===== config.mk =====
export PLATFORM = sky130hd
export DESIGN_NAME = ip_state_map_stream_decoder_top
export DESIGN_NICKNAME = d
export VERILOG_FILES = /design/src/sv/ipsm_pkg.sv /design/src/sv/ipsm_fifo.sv /design/src/sv/ipsm_front.sv /design/src/sv/ipsm_back.sv /design/src/sv/ip_state_map_stream_decoder_top.sv
export SDC_FILE = /design/constraint.sdc
export NUM_CORES = 1
export LEC_CHECK = 0
export ABC_AREA = 1
export BUFFER_PORTS_ARGS = -buffer_cell sky130_fd_sc_hd__buf_2
export CORE_MARGIN = 3
export CORE_UTILIZATION = 25
export CTS_CLUSTER_DIAMETER = 150
export CTS_CLUSTER_SIZE = 30
export DETAILED_ROUTE_END_ITERATION = 16
export GPL_ROUTABILITY_DRIVEN = 0
export MAX_ROUTING_LAYER = met4
export PLACE_DENSITY = 0.41
export SLEW_MARGIN = 20
export SYNTH_ARGS = -nofsm -noshare
export SYNTH_HDL_FRONTEND = slang
export SYNTH_SLANG_ARGS = --single-unit

===== constraint.sdc =====
create_clock -name clock -period 13.6 [get_ports clock]
set_clock_uncertainty 0.15 [all_clocks]
set_input_delay 1.36 -clock clock [delete_from_list [all_inputs] [get_ports clock]]
set_output_delay 1.36 -clock clock [all_outputs]
set_load 0.02 [all_outputs]

===== src/sv/ipsm_pkg.sv =====
// Shared types and constants for the IP-to-state map stream decoder.
package ipsm_pkg;

   // Error codes carried on the result channel.
   localparam logic [2:0] ERR_OK         = 3'd0;
   localparam logic [2:0] ERR_RESERVED   = 3'd1;
   localparam logic [2:0] ERR_OVERLONG   = 3'd2;
   localparam logic [2:0] ERR_EMPTY      = 3'd3;
   localparam logic [2:0] ERR_RECORDS    = 3'd4;
   localparam logic [2:0] ERR_OVERFLOW   = 3'd5;
   localparam logic [2:0] ERR_STATE      = 3'd6;
   localparam logic [2:0] ERR_BYTES      = 3'd7;

   // Configuration register indexes.
   localparam logic CSR_MAX_RECORDS = 1'b0;
   localparam logic CSR_MAX_BYTES   = 1'b1;

   // Variable-length integer encoding.
   localparam logic [2:0]  LEN_LONG    = 3'd5;
   localparam logic [7:0]  LONG_PREFIX = 8'd15;
   localparam logic [31:0] MIN_LEN2    = 32'h0000_0080;
   localparam logic [31:0] MIN_LEN3    = 32'h0000_4000;
   localparam logic [31:0] MIN_LEN4    = 32'h0020_0000;
   localparam logic [31:0] MIN_LEN5    = 32'h1000_0000;
   localparam logic [31:0] STATE_LIMIT = 32'h8000_0000;

   // Reset values of the budget registers.
   localparam logic [31:0] MAX_RECORDS_RESET = 32'd65536;
   localparam logic [31:0] MAX_BYTES_RESET   = 32'd1048576;

   // One decoded event handed from the front end to the back end.
   typedef struct packed {
      logic        start;
      logic        budget;
      logic [2:0]  err;
      logic [31:0] value;
   } token_type;

   // One result handed from the back end to the response queue.
   typedef struct packed {
      logic [31:0] entry_index;
      logic [31:0] delta;
      logic [31:0] function_offset;
      logic [31:0] ip_state;
      logic [2:0]  error_code;
      logic        last;
   } result_type;

endpackage


===== src/sv/ipsm_fifo.sv =====
// Small register-based first-in first-out queue.
module ipsm_fifo #(
   parameter int WIDTH = 8,
   parameter int DEPTH = 2
) (
   input  logic             clock,
   input  logic             reset,
   input  logic             push,
   input  logic [WIDTH-1:0] push_data,
   output logic             full,
   input  logic             pop,
   output logic [WIDTH-1:0] pop_data,
   output logic             empty
);

   localparam int PTR_W = (DEPTH > 1) ? $clog2(DEPTH) : 1;
   localparam int CNT_W = $clog2(DEPTH + 1);

   logic [WIDTH-1:0] mem_ff [DEPTH];
   logic [PTR_W-1:0] wr_ptr_ff, wr_ptr_in;
   logic [PTR_W-1:0] rd_ptr_ff, rd_ptr_in;
   logic [CNT_W-1:0] count_ff, count_in;
   logic             do_push, do_pop;

   assign full     = (count_ff == CNT_W'(DEPTH));
   assign empty    = (count_ff == '0);
   assign do_push  = push & ~full;
   assign do_pop   = pop & ~empty;
   assign pop_data = mem_ff[rd_ptr_ff];

   // Pointer and fill count updates.
   always_comb begin
      wr_ptr_in = wr_ptr_ff;
      rd_ptr_in = rd_ptr_ff;
      count_in  = count_ff;
      if (do_push) begin
         wr_ptr_in = (wr_ptr_ff == PTR_W'(DEPTH - 1)) ? '0 : wr_ptr_ff + 1'b1;
      end
      if (do_pop) begin
         rd_ptr_in = (rd_ptr_ff == PTR_W'(DEPTH - 1)) ? '0 : rd_ptr_ff + 1'b1;
      end
      if (do_push && !do_pop) begin
         count_in = count_ff + 1'b1;
      end else if (do_pop && !do_push) begin
         count_in = count_ff - 1'b1;
      end
   end

   always_ff @(posedge clock) begin
      if (reset) begin
         wr_ptr_ff <= '0;
         rd_ptr_ff <= '0;
         count_ff  <= '0;
      end else begin
         wr_ptr_ff <= wr_ptr_in;
         rd_ptr_ff <= rd_ptr_in;
         count_ff  <= count_in;
      end
   end

   // Storage holds payload only and needs no reset.
   always_ff @(posedge clock) begin
      if (do_push) begin
         mem_ff[wr_ptr_ff] <= push_data;
      end
   end

endmodule


===== src/sv/ipsm_front.sv =====
// Front end: byte budget accounting and variable-length integer assembly.
module ipsm_front
   import ipsm_pkg::*;
(
   input  logic        clock,
   input  logic        reset,
   input  logic        accept,
   input  logic [7:0]  data_byte,
   input  logic        map_start,
   input  logic [31:0] max_bytes,
   output logic        tok_valid,
   output token_type   tok
);

   logic [2:0]  seen_ff, seen_in;
   logic [2:0]  len_ff, len_in;
   logic [31:0] acc_ff, acc_in;
   logic        bad_ff, bad_in;
   logic [31:0] used_ff, used_in;
   logic        pend_ff, pend_in;

   always_comb begin
      logic        restart;
      logic [2:0]  seen_cur;
      logic [2:0]  len_cur;
      logic [31:0] acc_cur;
      logic        bad_cur;
      logic [31:0] used_cur;
      logic [2:0]  seen_new;
      logic [5:0]  shift;
      logic [31:0] minimum;

      // A map start clears all progress before the byte is used.
      restart  = accept & map_start;
      seen_cur = restart ? 3'd0  : seen_ff;
      len_cur  = restart ? 3'd0  : len_ff;
      acc_cur  = restart ? 32'd0 : acc_ff;
      bad_cur  = restart ? 1'b0  : bad_ff;
      used_cur = restart ? 32'd0 : used_ff;

      seen_new  = seen_cur;
      shift     = 6'd0;
      minimum   = 32'd0;
      seen_in   = seen_cur;
      len_in    = len_cur;
      acc_in    = acc_cur;
      bad_in    = bad_cur;
      used_in   = used_cur;
      tok_valid = 1'b0;
      tok.start  = map_start | pend_ff;
      tok.budget = 1'b0;
      tok.err    = ERR_OK;
      tok.value  = 32'd0;

      if (accept) begin
         if (used_cur >= max_bytes) begin
            // Budget exhausted: report without consuming the byte.
            tok_valid  = 1'b1;
            tok.budget = 1'b1;
         end else begin
            used_in = used_cur + 32'd1;
            if (seen_cur == 3'd0) begin
               // First byte: its low prefix bits select the length.
               priority if (data_byte[0] == 1'b0) begin
                  len_in = 3'd1;
               end else if (data_byte[1:0] == 2'b01) begin
                  len_in = 3'd2;
               end else if (data_byte[2:0] == 3'b011) begin
                  len_in = 3'd3;
               end else if (data_byte[3:0] == 4'b0111) begin
                  len_in = 3'd4;
               end else begin
                  len_in = LEN_LONG;
               end
               if (len_in == LEN_LONG) begin
                  acc_in = 32'd0;
                  bad_in = (data_byte != LONG_PREFIX);
               end else begin
                  acc_in = {24'd0, data_byte} >> len_in;
                  bad_in = 1'b0;
               end
               seen_new = 3'd1;
            end else begin
               // Later bytes are packed little-endian above the prefix.
               if (len_cur == LEN_LONG) begin
                  shift = {seen_cur - 3'd1, 3'b000};
               end else begin
                  shift = {seen_cur, 3'b000} - {3'b000, len_cur};
               end
               acc_in   = acc_cur | ({24'd0, data_byte} << shift);
               seen_new = seen_cur + 3'd1;
            end

            if (seen_new >= len_in) begin
               // Value complete: check the prefix and the overlong form.
               seen_in   = 3'd0;
               tok_valid = 1'b1;
               tok.value = acc_in;
               unique case (len_in)
                  3'd2:     minimum = MIN_LEN2;
                  3'd3:     minimum = MIN_LEN3;
                  3'd4:     minimum = MIN_LEN4;
                  LEN_LONG: minimum = MIN_LEN5;
                  default:  minimum = 32'd0;
               endcase
               if (bad_in) begin
                  tok.err = ERR_RESERVED;
               end else if (acc_in < minimum) begin
                  tok.err = ERR_OVERLONG;
               end
            end else begin
               seen_in = seen_new;
            end
         end
      end

      // A map start that produced no event rides on the next one.
      if (accept) begin
         pend_in = tok_valid ? 1'b0 : (map_start | pend_ff);
      end else begin
         pend_in = pend_ff;
      end
   end

   always_ff @(posedge clock) begin
      if (reset) begin
         seen_ff <= 3'd0;
         len_ff  <= 3'd0;
         acc_ff  <= 32'd0;
         bad_ff  <= 1'b0;
         used_ff <= 32'd0;
         pend_ff <= 1'b0;
      end else begin
         seen_ff <= seen_in;
         len_ff  <= len_in;
         acc_ff  <= acc_in;
         bad_ff  <= bad_in;
         used_ff <= used_in;
         pend_ff <= pend_in;
      end
   end

endmodule


===== src/sv/ipsm_back.sv =====
// Back end: map structure sequencing, offset accumulation and result forming.
module ipsm_back
   import ipsm_pkg::*;
(
   input  logic        clock,
   input  logic        reset,
   input  logic        tok_take,
   input  token_type   tok,
   input  logic [31:0] max_records,
   output logic        res_valid,
   output result_type  res
);

   localparam logic [1:0] PH_IDLE  = 2'd0;
   localparam logic [1:0] PH_COUNT = 2'd1;
   localparam logic [1:0] PH_DELTA = 2'd2;
   localparam logic [1:0] PH_STATE = 2'd3;

   logic [1:0]  phase_ff, phase_in;
   logic        halted_ff, halted_in;
   logic [31:0] left_ff, left_in;
   logic [31:0] offset_ff, offset_in;
   logic [31:0] pdelta_ff, pdelta_in;
   logic [31:0] count_ff, count_in;

   always_comb begin
      logic [1:0]  phase_cur;
      logic        halted_cur;
      logic [31:0] left_cur;
      logic [31:0] offset_cur;
      logic [31:0] pdelta_cur;
      logic [31:0] count_cur;
      logic        fail;
      logic [2:0]  fail_code;

      // A map start clears the map progress.
      phase_cur  = tok.start ? PH_COUNT : phase_ff;
      halted_cur = tok.start ? 1'b0     : halted_ff;
      left_cur   = tok.start ? 32'd0    : left_ff;
      offset_cur = tok.start ? 32'd0    : offset_ff;
      pdelta_cur = tok.start ? 32'd0    : pdelta_ff;
      count_cur  = tok.start ? 32'd0    : count_ff;

      fail       = 1'b0;
      fail_code  = ERR_OK;
      phase_in   = phase_ff;
      halted_in  = halted_ff;
      left_in    = left_ff;
      offset_in  = offset_ff;
      pdelta_in  = pdelta_ff;
      count_in   = count_ff;
      res_valid  = 1'b0;
      res.entry_index     = count_cur;
      res.delta           = 32'd0;
      res.function_offset = 32'd0;
      res.ip_state        = 32'd0;
      res.error_code      = ERR_OK;
      res.last            = 1'b0;

      if (tok_take) begin
         phase_in  = phase_cur;
         halted_in = halted_cur;
         left_in   = left_cur;
         offset_in = offset_cur;
         pdelta_in = pdelta_cur;
         count_in  = count_cur;

         if (!halted_cur && phase_cur != PH_IDLE) begin
            if (tok.budget) begin
               fail      = 1'b1;
               fail_code = ERR_BYTES;
            end else begin
               unique case (phase_cur)
                  PH_COUNT: begin
                     if (tok.err != ERR_OK) begin
                        fail      = 1'b1;
                        fail_code = tok.err;
                     end else if (tok.value == 32'd0) begin
                        fail      = 1'b1;
                        fail_code = ERR_EMPTY;
                     end else if (tok.value > max_records) begin
                        fail      = 1'b1;
                        fail_code = ERR_RECORDS;
                     end else begin
                        left_in  = tok.value;
                        phase_in = PH_DELTA;
                     end
                  end
                  PH_DELTA: begin
                     if (tok.err != ERR_OK) begin
                        fail      = 1'b1;
                        fail_code = tok.err;
                     end else begin
                        pdelta_in = tok.value;
                        phase_in  = PH_STATE;
                     end
                  end
                  PH_STATE: begin
                     if (tok.err != ERR_OK) begin
                        fail      = 1'b1;
                        fail_code = tok.err;
                     end else if (pdelta_cur > ~offset_cur) begin
                        fail      = 1'b1;
                        fail_code = ERR_OVERFLOW;
                     end else if (tok.value > STATE_LIMIT) begin
                        fail      = 1'b1;
                        fail_code = ERR_STATE;
                     end else begin
                        // Completed pair: one result for the entry.
                        offset_in           = offset_cur + pdelta_cur;
                        res_valid           = 1'b1;
                        res.delta           = pdelta_cur;
                        res.function_offset = offset_in;
                        res.ip_state        = tok.value - 32'd1;
                        count_in            = count_cur + 32'd1;
                        left_in             = left_cur - 32'd1;
                        if (left_cur == 32'd1) begin
                           res.last  = 1'b1;
                           phase_in  = PH_IDLE;
                           halted_in = 1'b1;
                        end else begin
                           phase_in = PH_DELTA;
                        end
                     end
                  end
                  default: begin
                     phase_in = PH_IDLE;
                  end
               endcase
            end

            // Any error gives one final result and halts the map.
            if (fail) begin
               res_valid      = 1'b1;
               res.error_code = fail_code;
               res.last       = 1'b1;
               phase_in       = PH_IDLE;
               halted_in      = 1'b1;
            end
         end
      end
   end

   always_ff @(posedge clock) begin
      if (reset) begin
         phase_ff  <= PH_IDLE;
         halted_ff <= 1'b1;
         left_ff   <= 32'd0;
         offset_ff <= 32'd0;
         pdelta_ff <= 32'd0;
         count_ff  <= 32'd0;
      end else begin
         phase_ff  <= phase_in;
         halted_ff <= halted_in;
         left_ff   <= left_in;
         offset_ff <= offset_in;
         pdelta_ff <= pdelta_in;
         count_ff  <= count_in;
      end
   end

   // An error result always closes the map.
   assert property (@(posedge clock) disable iff (reset)
      (res_valid && res.error_code != ERR_OK) |-> res.last)
      else $error("error result without last");

   // After a final result the back end ignores events until a map start.
   assert property (@(posedge clock) disable iff (reset)
      (res_valid && res.last) |=> (halted_ff && phase_ff == PH_IDLE))
      else $error("back end not halted after final result");

   // A non-final entry advances the entry counter by one.
   assert property (@(posedge clock) disable iff (reset)
      (res_valid && !res.last) |=> (count_ff == $past(res.entry_index) + 32'd1))
      else $error("entry counter did not advance");

   // Results appear only when an event is taken.
   assert property (@(posedge clock) disable iff (reset)
      res_valid |-> tok_take)
      else $error("result without an event");

endmodule


===== src/sv/ip_state_map_stream_decoder_top.sv =====
// Top level of the IP-to-state map stream decoder.
//
//   Channel   Direction  Handshake                 Payload
//   req_      in         push / full               data_byte, map_start
//   rsp_      out        empty / pop               entry_index .. last
//   csr_      in         write_enable              index, write_data
//
// One byte is accepted per cycle, back to back, while req_full is low; each byte
// takes one pass through the varint front end, the event queue and the map back
// end. Events are held in the event queue, results in the response queue.
// Reset is synchronous: budgets return to their reset values and the decoder
// is halted until a byte with map_start. A full response queue stalls the
// back end, and a full event queue raises req_full.
module ip_state_map_stream_decoder_top
   import ipsm_pkg::*;
#(
   parameter int EVENT_DEPTH = 2,
   parameter int RESULT_DEPTH = 2
) (
   input  logic               clock,
   input  logic               reset,
   input  logic               req_push,
   output logic               req_full,
   input  logic [7:0]         req_data_byte,
   input  logic               req_map_start,
   output logic               rsp_empty,
   input  logic               rsp_pop,
   output logic [31:0]        rsp_entry_index,
   output logic [31:0]        rsp_delta,
   output logic [31:0]        rsp_function_offset,
   output logic signed [31:0] rsp_ip_state,
   output logic [2:0]         rsp_error_code,
   output logic               rsp_last,
   input  logic               csr_write_enable,
   input  logic               csr_index,
   input  logic [31:0]        csr_write_data
);

   logic [31:0] max_records_ff;
   logic [31:0] max_bytes_ff;
   logic        accept;
   logic        tok_valid;
   token_type   tok_push;
   token_type   tok_pop;
   logic        evt_empty;
   logic        tok_take;
   logic        res_valid;
   result_type  res_push;
   result_type  res_pop;
   logic        res_full;

   // Budget registers.
   always_ff @(posedge clock) begin
      if (reset) begin
         max_records_ff <= MAX_RECORDS_RESET;
         max_bytes_ff   <= MAX_BYTES_RESET;
      end else if (csr_write_enable) begin
         unique case (csr_index)
            CSR_MAX_RECORDS: max_records_ff <= csr_write_data;
            CSR_MAX_BYTES:   max_bytes_ff   <= csr_write_data;
            default:         max_bytes_ff   <= max_bytes_ff;
         endcase
      end
   end

   assign accept = req_push & ~req_full;

   // Front end classifies each byte.
   ipsm_front u_front (
      .clock     (clock),
      .reset     (reset),
      .accept    (accept),
      .data_byte (req_data_byte),
      .map_start (req_map_start),
      .max_bytes (max_bytes_ff),
      .tok_valid (tok_valid),
      .tok       (tok_push)
   );

   // Event queue between the two halves.
   ipsm_fifo #(
      .WIDTH ($bits(token_type)),
      .DEPTH (EVENT_DEPTH)
   ) u_event_q (
      .clock     (clock),
      .reset     (reset),
      .push      (tok_valid),
      .push_data (tok_push),
      .full      (req_full),
      .pop       (tok_take),
      .pop_data  (tok_pop),
      .empty     (evt_empty)
   );

   assign tok_take = ~evt_empty & ~res_full;

   // Back end walks the map structure.
   ipsm_back u_back (
      .clock       (clock),
      .reset       (reset),
      .tok_take    (tok_take),
      .tok         (tok_pop),
      .max_records (max_records_ff),
      .res_valid   (res_valid),
      .res         (res_push)
   );

   // Response queue.
   ipsm_fifo #(
      .WIDTH ($bits(result_type)),
      .DEPTH (RESULT_DEPTH)
   ) u_result_q (
      .clock     (clock),
      .reset     (reset),
      .push      (res_valid),
      .push_data (res_push),
      .full      (res_full),
      .pop       (rsp_pop),
      .pop_data  (res_pop),
      .empty     (rsp_empty)
   );

   assign rsp_entry_index     = res_pop.entry_index;
   assign rsp_delta           = res_pop.delta;
   assign rsp_function_offset = res_pop.function_offset;
   assign rsp_ip_state        = $signed(res_pop.ip_state);
   assign rsp_error_code      = res_pop.error_code;
   assign rsp_last            = res_pop.last;

endmodule


==> results of run 1 <==
==> registers in the layout, indices dropped and copies added (netlist names), 32 cells and up, named ones only <==
| signal | flops |
|---|---|
| u_result_q.mem_ff | 264 |
| u_event_q.mem_ff | 72 |
| max_bytes_ff | 32 |
| max_records_ff | 32 |
| u_back.count_ff | 32 |
| u_back.left_ff | 32 |
| u_back.offset_ff | 32 |
| u_back.pdelta_ff | 32 |
| u_front.acc_ff | 32 |
| u_front.used_ff | 32 |
==> per-stage QoR <==
step	utilization, %	std cells
after floorplan	-	4317
final	27.8	6160
after CTS	27.8	6160
after global placement	27.2	6113
after detailed placement	27.2	6113
after global routing	27.8	6160
==> path summary, 6_finish.rpt <==
check / to / slack (ns) / cells after the start / startpoint
max: u_result_q.mem_ff[1][49]$_DFFE_PP_ / 6.07 / 22 / register
min: register / 0.31 / 2 / u_result_q.rd_ptr_ff$_SDFFE_PP0P_
max reg2reg: u_result_q.mem_ff[1][49]$_DFFE_PP_ / 6.07 / 22 / register
min reg2reg: register / 0.31 / 2 / u_result_q.rd_ptr_ff$_SDFFE_PP0P_
==> critical path, stage by stage (launching register included) <==
cell     delay [ns]
dfxtp_2        0.33
buf_4          0.48
inv_4          0.24
nand2_2        0.14
nand2_4        0.27
inv_2          0.73
nand2_1        0.16
inv_1          0.11
ha_1           0.30
a21oi_1        0.21
o21ai_0        0.13
a21oi_1        0.18
nor2_1         0.06
nor2_1         0.21
nand2_1        0.08
nand2_1        0.69
nand2_4        0.21
nor2_8         0.32
inv_2          0.25
o21ai_2        0.24
nand2_1        0.14
inv_6          0.45
buf_4          0.87
==> area by class of cell <==
| type | count | area [µm²] |
|---|---|---|
| Clock inverter | 6 | 121 |
| Tap cell | 1781 | 2230 |
| Inverter | 504 | 1910 |
| Clock buffer | 41 | 728 |
| Sequential cell | 613 | 15600 |
| Fill cell | 14805 | 98400 |
| Multi-Input combinational cell | 3000 | 16100 |
| Timing Repair Buffer | 215 | 1180 |
==> layout by cell type (no fill, tap or decap), types with 114 or more instances in the layout <==
cell / instances
buf_2: 179
dfxtp_1: 275
nand3_1: 211
o21ai_0: 309
inv_1: 471
nand2_1: 894
a21oi_1: 389
mux2_2: 132
nor2_1: 439
edfxtp_1: 336
ha_1: 114
==> logic make-up (layout without fill, tap and decap cells) <==
group	count (synthesis)	in the layout	synth area share (%)
buffers and inverters	704	766	8.10
AND/OR/NAND/NOR	1817	1817	22.6
adder cells (fa/ha/maj)	115	115	4.19
multiplexers	132	132	4.31
flip-flops	613	613	45.3
AO/OA/AOI/OAI	864	864	13.7
XOR/XNOR	72	72	1.83
==> where the power goes <==
part | switching (mW) | internal [mW] | total, mW | leakage, nW
sequential | 0.111 | 2.30 | 2.41 | 5.54
clock | 0.654 | 0.408 | 1.06 | 0.403
combinational | 2.92 | 1.07 | 3.98 | 8.93
==> per-layer routing <==
layer / track usage (%) / up-vias / share of wire [%] / routed length [µm]
li1: - / 14566 / - / -
met1: 22.7 / 14005 / 46 / 56600
met2: 27.8 / 638 / 47 / 57200
met3: 1.86 / 112 / 4.4 / 5380
met4: 4.27 / 0 / 2.5 / 3110
met5: - / - / 0 / 0
==> run metrics, run 1 <==
VDD IR-drop max=0.135 mV; Area Growth Syn to Fin=10.0%; Worst-Skew Late Latency=0.66 ns; Synth async-reset ratio=0%; CTS Buf Count=26; fin. max-slew vios=0; row cnt=135; Worst Tran Pin Value=1.06 ns; Lkg Pwr=14.9 nW; Post-DP Area=about 0.037 mm²; vias in the first global route=27835; DR vias=slightly below 30000; number of I/O pins=roughly 180; leading area contributor after synthesis=edfxtp_1; drt drc=0; CTS max path bufs=3; flop and latch count out of synthesis=613; synthesized area=0.0345 mm²; worst hold margin=around 0.31 ns; Tmin final=roughly 7.5 ns; RSZ-0062 raised after global routing=false; largest net degree at the start of global routing=153; initial core utilization=25.3%; Vias/cell=roughly 4.8; drt initial violations=2211; # port buffers=180; register area share after synthesis=45.3%; Syn Nets=about 4500; DIE AREA=~0.14 mm²; synthesized area per cell=7.99 µm²; status=completed; NumNets Final=4522; Root Buffer=clkbuf_16; kind of end point of the critical path=register; post-CTS resize count=0; Max-Cap Viols=0; setup ws final=6.07 ns; count leader, synth=nand2_1; clk slew on worst S/H paths=~0.12 ns; Setup TNS Final=0 ns; predominant post-synthesis flop cell=edfxtp_1; Post-synth EDFFs=~340; placeable core region=roughly 0.14 mm²; # diodes=0; HP Class=register to register; grt ovf=0; Slew HR=29.4%; TritonCTS clock tree=yes; htree depth=1; Power Total=7.46 mW; Post-Synthesis Cells=4317; pre-CTS WS=5.88 ns; Area contributors post-synth=edfxtp_1 (29%), dfxtp_1 (16%), nand2_1 (9.7%), a21oi_1 (5.6%), inv_1 (5.1%); design area=between 0.03 and 0.04 mm²; share of layout cells above drive strength 1=11.5%; TritonRoute pass-1 iters=8; gr usage total=17.1%; clock tree sinks=613; Setup Viol. Count Final=0; top cells by count, synth=nand2_1 (896), inv_1 (473), nor2_1 (445); Die Span Y=377 µm; maximum clock frequency=133 MHz; antenna viol nets, final=0; Final period util=55.3%; Fin. Hold Viols=0; Critical Path Start Type=register; top cell type's share of synthesized area=29.2%; Crit path arrival time=around 7.7 ns; Post-CTS Hold Buffers=0; DRT Wirelength=about 120000 µm; Post-CTS Setup Bufs=0; WS Path Type=register to register; worst-path fanout max=71; antenna violations before repair=0; YS warnings=0; Netlist cell types=63; HPWL after detailed placement=about 88000 µm; Die Wd=377 µm; global-route wire length before repair=181000 µm; required time worst endpoint=between 10 and 15 ns; drt wl/cell=19.8 µm; PD cells=196 mW/mm²
(Power assumes the default switching activity.)
==> run 2: changes to the inputs <==
PLACE_DENSITY = 0.39   (was 0.41)
clock period = 7.53 ns   (was 13.6 ns; I/O delays follow)
==> run 2 against run 1 <==
Critical path depth fell by 1. Critical endpoint is now u_result_q.mem_ff[1][81]$_DFFE_PP_. Flip-flop and latch count did not move. Setup slack got worse by 5.0 ns.
==> run metrics, run 2 (synthesis results as in run 1) <==
status=completed; vias in the first global route=28102 (+0.96%); drt initial violations=2075 (-6.2%); Worst-Skew Late Latency=0.65 ns (about the same); NumNets Final=4542 (+0.44%); DRT Wirelength=125000 µm (+1.9%); Hold Crit Depth=3 (+1); met1 GRT Util=22.9% (+0.17 points); share of layout cells above drive strength 1=11.9% (+0.47 points); Post-CTS Setup Bufs=0 (unchanged); WS Path Type=register to register; Vias/cell=4.73 (-0.58%); global-route wire length before repair=184000 µm (+1.5%); clk slew on worst S/H paths=0.12 ns (about the same); Max-Cap Viols=0 (unchanged); Die Span Y=377 µm (unchanged); CP max stage cell=inv_2; drt wl/cell=20.2 µm (+1.5%); commonest cells after routing, fill and taps aside=nand2_1 (892), inv_1 (471), nor2_1 (439); Crit path arrival time=6.69 ns (-0.96 ns); HP Class=input pin to register; Post-CTS Hold Buffers=0 (unchanged); RSZ-0062 raised after global routing=false; crit path cell chain=inv_4 > nand2_2 > nand2_4 > inv_2 > nand2_1 > inv_1 > ha_1 > a21oi_1 > o21ai_0 > a21oi_1 > nor2_1 > nor2_1 > nand2_1 > nand2_2 > nand2_4 > nor2_8 > inv_2 > o21ai_2 > nand2_1 > inv_6 > buf_4; Lkg Pwr=15.0 nW (+0.68%); Critical Path Start Type=register; Biggest register=u_result_q.mem_ff; most common cell after layout, fill and taps aside=nand2_1; R2R Setup Slk=1.05 ns (-5.02 ns); required time worst endpoint=7.74 ns (-5.98 ns); Setup TNS Final=0 ns (unchanged); VDD IR-drop max=0.215 mV (+59%); met2 GRT Util=28.7% (+0.92 points); Fin. Hold Viols=0 (unchanged); gr usage total=17.5% (+0.36 points); Critical Path Sink=u_result_q.mem_ff[1][81]$_DFFE_PP_; # port buffers=180 (unchanged); CTS max path bufs=3 (unchanged); worst-path fanout max=53 (-25%); post-CTS resize count=0 (unchanged); drt drc=0 (unchanged); largest net degree at the start of global routing=91 (-41%); Tmin final=6.48 ns (-1.05 ns); Critical R2R Capture=u_result_q.mem_ff[1][81]$_DFFE_PP_; Area Growth Syn to Fin=10.6%; htree depth=1 (unchanged); CP max stage delay=0.85 ns (-0.02 ns); Util after Layout=28.0% (+0.14 points); HPWL after detailed placement=90400 µm (+2.7%); Die Wd=377 µm (unchanged); Worst Tran Pin Value=1.01 ns (-0.0490 ns); antenna violations before repair=3 (+3); row cnt=135 (unchanged); GR peak layer=met2; TritonCTS clock tree=yes; Largest regs=u_result_q.mem_ff (264), u_event_q.mem_ff (72); clock tree sinks=613 (unchanged); CTS Buf Count=26 (unchanged); max FFs per register=264 (unchanged); grt ovf=0 (unchanged); most used cell along the critical path=nand2_1; DR vias=29261 (-0.20%); kind of end point of the critical path=register; Final period util=86.0% (+31 points); TritonRoute pass-1 iters=6 (-2); DIE AREA=0.142 mm² (unchanged); antenna viol nets, final=0 (unchanged); initial core utilization=25.3% (unchanged); fin. max-slew vios=0 (unchanged); M3 GR Usage=2.17% (+0.30 points); number of I/O pins=181 (unchanged); worst hold margin=0.199 ns (-0.110 ns); Slew HR=32.1% (+2.6 points); Root Buffer=clkbuf_16; placeable core region=0.136 mm² (unchanged); maximum clock frequency=154 MHz (+16%); PD cells=356 mW/mm² (+81%); Setup Viol. Count Final=0 (unchanged); R2R depth=21 (-4.5%)
==> run 2: cell count changes in the layout (fill, tap and decap cells not counted), sizes merged <==
cell,change
diode,+3
clkinv,-2
buf,+20
bufinv,-1
inv,+3
==> run 2: how the worst min path moves through the flow <==
stage                                                 from                               end  slack [ns]
after floorplan               u_front.pend_ff$_SDFFE_PP0N_      u_front.pend_ff$_SDFFE_PP0N_        0.27
after global placement    u_event_q.rd_ptr_ff$_SDFFE_PP0P_  u_event_q.rd_ptr_ff$_SDFFE_PP0P_        0.29
after detailed placement  u_event_q.rd_ptr_ff$_SDFFE_PP0P_  u_event_q.rd_ptr_ff$_SDFFE_PP0P_        0.30
after CTS                                csr_write_data[0]    max_records_ff[0]$_SDFFE_PP0P_        0.15
after global routing                    csr_write_data[16]   max_records_ff[16]$_SDFFE_PP1P_        0.18
final                                    csr_write_data[0]    max_records_ff[0]$_SDFFE_PP0P_        0.20
==> run 2: critical path, delay by kind of cell, from the launching register on <==
| family | cells | cell delay (ns) |
|---|---|---|
| buffers and inverters | 6 | 2.21 |
| and+or+nand+nor | 10 | 1.97 |
| AOI/OAI and AO/OA | 4 | 0.80 |
| DFF | 1 | 0.65 |
| adders and majority gates | 1 | 0.29 |
==> run 2: area by class of cell <==
class                      count  area, µm²
fill                       14854      98200
multi-input combinational   3000      16200
sequential                   613      15600
tap                         1781       2230
inverter                     504       1910
timing repair buffer         235       1380
clock buffer                  41        728
clock inverter                 6       91.3
antenna                        3       7.51
==> run 2: per-layer routing <==
metal / vias to the layer above / wire (µm)
li1: 14605 / -
met1: 13930 / 57400
met2: 601 / 58600
met3: 125 / 5390
met4: 0 / 3230
met5: - / 0
==> run 2: power breakdown <==
part | total [mW] | internal [mW] | switching, mW
combinational | 7.34 | 2.01 | 5.33
clock | 1.89 | 0.704 | 1.18
sequential | 4.36 | 4.15 | 0.207
==> run 2: per-stage QoR <==
| stage | worst slack (ns) | area (µm²) | total power [mW] | cells |
|---|---|---|---|---|
| after floorplan | 0.0293 | 34500 | 9.20 | 4317 |
| after global placement | 1.08 | 37300 | 11.8 | 6133 |
| after detailed placement | 1.01 | 37300 | 11.8 | 6133 |
| after CTS | 0.970 | 38100 | 13.7 | 6180 |
| after global routing | 0.501 | 38100 | 14.6 | 6182 |
| final | 1.05 | 38100 | 13.6 | 6183 |
